--- config.mk ---
export PLATFORM = sky130hd
export DESIGN_NAME = fha_cell
export DESIGN_NICKNAME = d
export VERILOG_FILES = /design/src/sv/fha_pkg.sv /design/src/sv/fha_cell.sv
export SDC_FILE = /design/constraint.sdc
export NUM_CORES = 1
export LEC_CHECK = 0
export ABC_AREA = 1
export BUFFER_PORTS_ARGS = -buffer_cell sky130_fd_sc_hd__buf_2
export CORE_MARGIN = 8
export CORE_UTILIZATION = 45
export DETAILED_ROUTE_END_ITERATION = 7
export GPL_TIMING_DRIVEN = 0
export MAX_ROUTING_LAYER = met4
export PLACE_DENSITY = 0.79
export SLEW_MARGIN = 20
export SYNTH_ARGS = -nofsm -noshare
export SYNTH_HDL_FRONTEND = slang
export SYNTH_SLANG_ARGS = --single-unit
export TNS_END_PERCENT = 50
--- constraint.sdc ---
create_clock -name clk_i -period 2.87 [get_ports clk_i]
set_clock_uncertainty 0.15 [all_clocks]
set_input_delay 0.287 -clock clk_i [delete_from_list [all_inputs] [get_ports clk_i]]
set_output_delay 0.287 -clock clk_i [all_outputs]
set_load 0.005 [all_outputs]
--- src/sv/fha_pkg.sv ---
// Shared types and codes for the first-fit heap allocator.
// Used by the cell, the top level and the checker; depends on nothing.
package fha_pkg;

  typedef enum logic [1:0] {
    ST_ALLOCATED = 2'd0,
    ST_FULL      = 2'd1,
    ST_FREED     = 2'd2,
    ST_BAD       = 2'd3
  } status_e;

  typedef enum logic {
    OP_ALLOC = 1'b0,
    OP_FREE  = 1'b1
  } op_e;

  typedef enum logic [2:0] {
    S_IDLE,
    S_SCAN,
    S_ALLOC,
    S_FREE,
    S_MPREV,
    S_DONE
  } state_e;

  typedef enum logic [2:0] {
    CMD_NONE,
    CMD_START,
    CMD_STEP,
    CMD_ALLOC,
    CMD_FREE,
    CMD_MPREV
  } cmd_e;

  localparam int unsigned FW = 11;  // width of the request and offset fields

  // Broadcast from the sequencer to every cell.
  typedef struct packed {
    cmd_e          op;     // what the cells do this cycle
    op_e           kind;   // request kind, selects the match rule
    logic          shift;  // split (allocate) or merge with next (free)
    logic [FW-1:0] req;
    logic [FW-1:0] addr;
  } cell_cmd_t;

endpackage

--- src/sv/fha_cell.sv ---
// One block table entry of the first-fit heap allocator: size, free mark and
// the scan token with its running header offset. Depends on fha_pkg.
module fha_cell
  import fha_pkg::*;
#(
  parameter int unsigned SW         = 11,
  parameter int unsigned HW         = 12,
  parameter int unsigned H          = 24,
  parameter bit          FIRST      = 1'b0,
  parameter int unsigned RESET_SIZE = 0
) (
  input  logic          clk_i,
  input  logic          rst_ni,
  input  cell_cmd_t     cmd_i,
  input  logic [SW-1:0] prev_size_i,
  input  logic          prev_free_i,
  input  logic          prev_tok_i,
  input  logic [HW-1:0] prev_hdr_i,
  input  logic [SW-1:0] next_size_i,
  input  logic          next_free_i,
  input  logic          next_tok_i,
  output logic [SW-1:0] size_o,
  output logic          free_o,
  output logic          tok_o,
  output logic [HW-1:0] hdr_o,
  output logic [HW-1:0] hdr_next_o,
  output logic          hit_o,
  output logic          hit_nf_o,
  output logic          hit_pf_o
);

  localparam int unsigned CW = HW + FW + 1;

  logic [SW-1:0] size_q, size_d;
  logic          free_q, free_d;
  logic          tok_q, tok_d;
  logic          passed_q, passed_d;
  logic [HW-1:0] hdr_q, hdr_d;
  logic          fits, at_addr;

  always_ff @(posedge clk_i or negedge rst_ni) begin
    if (!rst_ni) begin
      size_q   <= SW'(RESET_SIZE);
      free_q   <= FIRST;
      tok_q    <= 1'b0;
      passed_q <= 1'b0;
      hdr_q    <= '0;
    end else begin
      size_q   <= size_d;
      free_q   <= free_d;
      tok_q    <= tok_d;
      passed_q <= passed_d;
      hdr_q    <= hdr_d;
    end
  end

  assign fits    = free_q && (CW'(size_q) >= CW'(cmd_i.req));
  assign at_addr = (CW'(hdr_q) + CW'(H)) == CW'(cmd_i.addr);

  always_comb begin
    size_d   = size_q;
    free_d   = free_q;
    tok_d    = tok_q;
    passed_d = passed_q;
    hdr_d    = hdr_q;
    unique case (cmd_i.op)
      CMD_START: begin
        tok_d    = FIRST;
        hdr_d    = '0;
        passed_d = 1'b0;
      end
      CMD_STEP: begin
        tok_d    = prev_tok_i;
        hdr_d    = prev_hdr_i;
        passed_d = passed_q | tok_q;
      end
      CMD_ALLOC: begin
        if (tok_q) begin
          free_d = 1'b0;
          if (cmd_i.shift) size_d = SW'(cmd_i.req);
        end else if (!passed_q && cmd_i.shift) begin
          // open a gap after the split block, new free remainder goes in it
          if (prev_tok_i) begin
            size_d = SW'(CW'(prev_size_i) - CW'(cmd_i.req) - CW'(H));
            free_d = 1'b1;
          end else begin
            size_d = prev_size_i;
            free_d = prev_free_i;
          end
        end
      end
      CMD_FREE: begin
        if (tok_q) begin
          free_d = 1'b1;
          if (cmd_i.shift) size_d = SW'(CW'(size_q) + CW'(next_size_i) + CW'(H));
        end else if (!passed_q && cmd_i.shift) begin
          size_d = next_size_i;
          free_d = next_free_i;
        end
      end
      CMD_MPREV: begin
        if (next_tok_i) begin
          size_d = SW'(CW'(size_q) + CW'(next_size_i) + CW'(H));
        end else if (!passed_q) begin
          size_d = next_size_i;
          free_d = next_free_i;
        end
      end
      default: ;
    endcase
  end

  assign size_o     = size_q;
  assign free_o     = free_q;
  assign tok_o      = tok_q;
  assign hdr_o      = hdr_q;
  assign hdr_next_o = HW'(CW'(hdr_q) + CW'(H) + CW'(size_q));
  assign hit_o      = tok_q && ((cmd_i.kind == OP_ALLOC) ? fits : at_addr);
  assign hit_nf_o   = tok_q && next_free_i;
  assign hit_pf_o   = tok_q && prev_free_i;

endmodule

# After elaboration in Yosys (flattened, before gate mapping)
# Index checks and enable logic that the tools add are counted.
[totals]
mem_bits_rw = 0
latchBits = 0
inputBits = 67
memories = 0
regBits = 26
mem_bits_ro = 0
elab_cells = 58
[classes]
bitwise_logic = 1
n_mux = 22
n_mul = 0
eq_ne = 13
n_addsub = 6
n_reduce_logical = 10
order_cmp = 1
div = 0
shift = 0
[op_table]
columns = ["op", "count"]
rows = [
  ["11-bit two-way mux", 9],
  ["11-bit one-hot mux with 3 select lines", 1],
  ["12-bit one-hot mux with 2 select lines", 1],
  ["3-bit inequality test (second input constant)", 5],
  ["12-bit by 5-bit adder with 13-bit output (second input constant)", 1],
  ["13-bit by 11-bit equality test with 1-bit output", 1],
  ["12-bit by 11-bit adder with 12-bit output", 1],
  ["11-bit adder", 1],
  ["11-bit by 5-bit adder with 11-bit output (second input constant)", 1],
  ["11-bit >= comparator", 1],
  ["11-bit subtractor", 1],
  ["11-bit by 6-bit subtractor with 11-bit output (second input constant)", 1],
  ["1-bit two-way mux", 8],
  ["3-bit by 2-bit equality test with 1-bit output (second input constant)", 2],
  ["3-bit equality test (second input constant)", 2],
  ["6-bit AND reduction", 1],
  ["1-bit logical AND", 5],
  ["5-bit AND reduction", 1],
  ["2-bit inequality test (second input constant)", 2],
  ["1-bit one-hot mux with 2 select lines", 2],
  ["3-bit by 1-bit equality test with 1-bit output (second input constant)", 1],
  ["1-bit one-hot mux with 3 select lines", 1],
  ["3-bit nonzero test", 1],
  ["2-bit nonzero test", 1],
  ["other kinds (2)", 2],
]

# Longest topological paths before layout
[logic_depth]
ltp_word = 6
mapped_depth = 16

# Worst setup path after synthesis
# No wires, ideal clock.
[synth_timing]
path_type = "register -> output"
startpoint = "reg hdr_q[3] (netlist: hdr_o[3])"
endpoint = "out hdr_next_o[11]"
slack_ns = 0.347
t_arrival_ns = 2.086
stages_incl_launch_ff = 13
n_path_buf = 0
required_time_ns = 2.433
cell_sequence = "dfrtp_1 inv_1 ha_1 nor2_1 nand3_1 nand2_1 inv_1 ha_1 nand2_1 inv_1 a221oi_1 nand3_1 xor2_1"
[synth_between]
elab_chain_len = 2
[synth_lines]
columns = ["item", "line_no", "source"]
rows = [
  ["from (decl)", "fha_cell.sv:38", "logic [HW-1:0] hdr_q, hdr_d;"],
  ["from (signal assigned)", "fha_cell.sv:53", "hdr_q <= hdr_d;"],
  ["12-bit by 5-bit adder with 13-bit output", "fha_cell.sv:117", "assign hdr_next_o = HW'(CW'(hdr_q) + CW'(H) + CW'(size_q));"],
  ["12-bit by 11-bit adder with 12-bit output", "fha_cell.sv:117", ""],
  ["to (decl)", "fha_cell.sv:26", "output logic [HW-1:0] hdr_next_o,"],
]
# Every way passes these cells.

# Worst setup path in the final report
[layout_timing]
startpoint = "reg hdr_q[4] (netlist: hdr_o[4])"
endpoint = "out hdr_next_o[10]"
# Same word-level chain as after synthesis.

==> impl_metrics.py <==
metrics = {
    "final_layout": {
        "final_cells": 855,
        "fin_util": 0.580,
        "drive_above_1_share": 0.241,
        "finalNetCount": 879,
        "diodes": 0,
        "final_cell_area_um2": 5030,
        "area_delta_synth_final_pct": 25.6,
        "nFillCells": 863,
    },
    "clock_tree": {
        "clk_path_buf_depth": 2,
        "cts_root_buf": "clkbuf_8",
        "path_clk_slew_ns": 0.10,
        "clock_latency_ns": 0.29,
        "numCtsBuffers": 3,
        "cts_tree": "built",
        "cts_sinks": 26,
        "cts_max_level": 1,
    },
    "synth": {
        "syn-num-nets": 754,
        "netlist_area_um2": 4010,
        "postSynth.asyncResetShare": 1.00,
        "syn_area_per_cell_um2": 6.43,
        "synth-main-ff-cell": "dfrtp_1",
        "synth_edf_count": 0,
        "synth_cell_types": 42,
        "ys_seq_area_frac": 0.162,
        "yosysWarnings": 0,
        "syn_inst": 623,
        "yosys_register_bits": 26,
    },
    "worst_setup_path": {
        "startpoint": "hdr_o[4]",
        "r2r-start": "size_o[1]",
        "cp_data_required_time_ns": 2.43,
        "cp_max_fo": 4,
        "crit_path_end_kind": "output pin",
        "crit_type": "reg2out",
        "cp-start-kind": "flip-flop",
        "crit_arrival_ns": 2.39,
    },
    "min_path": {
        "hp-start": "prev_hdr_i[1]",
        "worstHoldPathType": "in2reg",
    },
    "pwr": {
        "peakVddDrop_mv": 0.302,
        "power_leakage_nw": 2.87,
        "pwr_density_cell_nw_per_um2": 608,
    },
    "placement": {
        "numPortBuffers": 106,
        "hpwl_um": 10500,
        "dpl_cell_area_um2": 4670,
        "place_ws_ns": -0.0991,
        "gp_congestion": 0.892,
        "dp.cells": 837,
    },
    "status": {
        "status": "completed",
    },
    "floorplan": {
        "die_x_um": 110,
        "rows": 34,
        "core_um2": 8680,
        "die-area_um2": 12200,
        "die_h_um": 110,
        "ios": 107,
        "start_util": 0.462,
    },
    "drt": {
        "first_pass_iters": 4,
        "postRouteAntennaNets": 0,
        "wl_per_cell_um": 15.0,
        "num_vias": 4490,
        "viasPerCell": 5.25,
        "drt-total-wl_um": 12800,
        "drcViolationCount": 0,
        "drtIter0Drc": 232,
    },
    "timing": {
        "finalCritPeriodShare": 0.984,
        "postLayoutSetupSlackWorst_ns": 0.0463,
        "worstMarginPinSlew_ns": 0.633,
        "relSlewSlack": 0.578,
        "hold_violations": 0,
        "rsz0062_at_grt": "true",
        "max_freq_ghz": 0.354,
        "slew_viol_final": 0,
        "setup_viol": 0,
        "layout_min_cycle_time_ns": 2.82,
        "tns_ns": 0,
    },
    "global_routing": {
        "grt_first_pass_wirelength_um": 20200,
        "grt_max_degree": 27,
        "overflow": 0,
        "first_global_vias": 4465,
        "antenna_found_initial": 0,
        "gr-usage-all-layers": 0.210,
    },
    "run": {
        "maxCapViolations": 0,
    },
}
[power by group]
group	switching (mW)	total (mW)	internal, mW
sequential	0.137	0.579	0.442
combinational	1.21	2.16	0.947
clock	0.136	0.323	0.187
[state kept, by name (all words and copies together), names as in the netlist]
name / flops
free_o: 1
hdr_o: 12
passed_q: 1
size_o: 11
tok_o: 1
[worst paths after layout]
| path | to | slack (ns) | cells past startpoint |
|---|---|---|---|
| max in group asynchronous | size_o[1] | 1.72 | 2 |
| worst max-delay path | hdr_next_o[10] | 0.05 | 13 |
| min in group asynchronous | size_o[8] | 0.39 | 2 |
| worst min register to register | passed_q | 0.42 | 2 |
| worst max register to register | size_o[7] | 0.19 | 12 |
| worst min-delay path | hdr_o[1] | 0.1 | 3 |
[cells in the final DEF (no fill, tap or decap), types with 11 or more instances in the layout]
cell type / count
ha_1: 54
o22ai_1: 11
buf_2: 108
nand2_1: 127
dfrtp_1: 24
nor2_1: 54
inv_1: 118
buf_4: 11
xor2_1: 11
o21ai_0: 26
nand3_1: 46
a21oi_1: 44
[worst max-delay path: stages (launching register included)]
cell and delay, ns:
dfrtp_1 0.41, inv_2 0.07, ha_4 0.18, nor2_4 0.14
nand3_2 0.10, nand2_2 0.09, inv_2 0.05, ha_4 0.28
nand2_4 0.06, nor2_4 0.11, nand2_1 0.06, o211ai_1 0.24
xor2_1 0.17, buf_2 0.13
[cell type report]
type	instances	area, µm²	area share
multi-input combinational	462	3000	0.596
sequential	26	653	0.130
timing repair buffer	120	646	0.128
inverter	128	485	0.0964
tap	108	135	0.0268
buffer	7	45.0	0.00895
clock buffer	3	41.3	0.00820
clock inverter	1	30.0	0.00597
[cells by family after synthesis]
kind of cell,Yosys count,synth area share
adder cells (fa/ha/maj),64,0.205
flip-flops,26,0.162
buffers and inverters,135,0.132
XOR/XNOR,21,0.0459
AND/OR/NAND/NOR,266,0.290
AO/OA/AOI/OAI,111,0.164
[synthesized netlist by cell type (all sizes together) (4+ instances only)]
cell type  number  area [µm²]
o22ai          11        68.8
nand3          48         253
inv           128         485
a21o            5        37.5
nor2           60         233
a31oi           4        43.8
clkbuf          4        15.0
nand2         139         551
xnor2          10        87.6
xor2           11        96.3
o21ai          31         155
a21oi          46         230
ha             61         763
nand4          10        62.6
dfrtp          26         651
[what timing repair did]
item,4_1_cts,5_1_grt
gates resized for setup,18,25
hold endpoints to repair,26,0
setup endpoints to repair,4,7
hold buffers,1,0
pin swaps,9,17
setup buffers,6,7
gates cloned,0,0
[per-layer routing]
metal | part of all wire | up-vias | global-route usage
met3 | 0.044 | 17 | 0.0128
li1 | - | 2270 | -
met2 | 0.52 | 131 | 0.378
met1 | 0.43 | 2072 | 0.247
met5 | 0 | - | -
met4 | 0.013 | 0 | 0.0514
[metrics by stage]
stage	power, mW	hold slack, ns
final	3.06	0.0960
after CTS	2.91	0.0944
after floorplan	1.84	-0.159
after global routing	3.35	0.0963
after detailed placement	2.48	0.183
after global placement	2.43	0.180
Power figures use the tool's default switching activity.
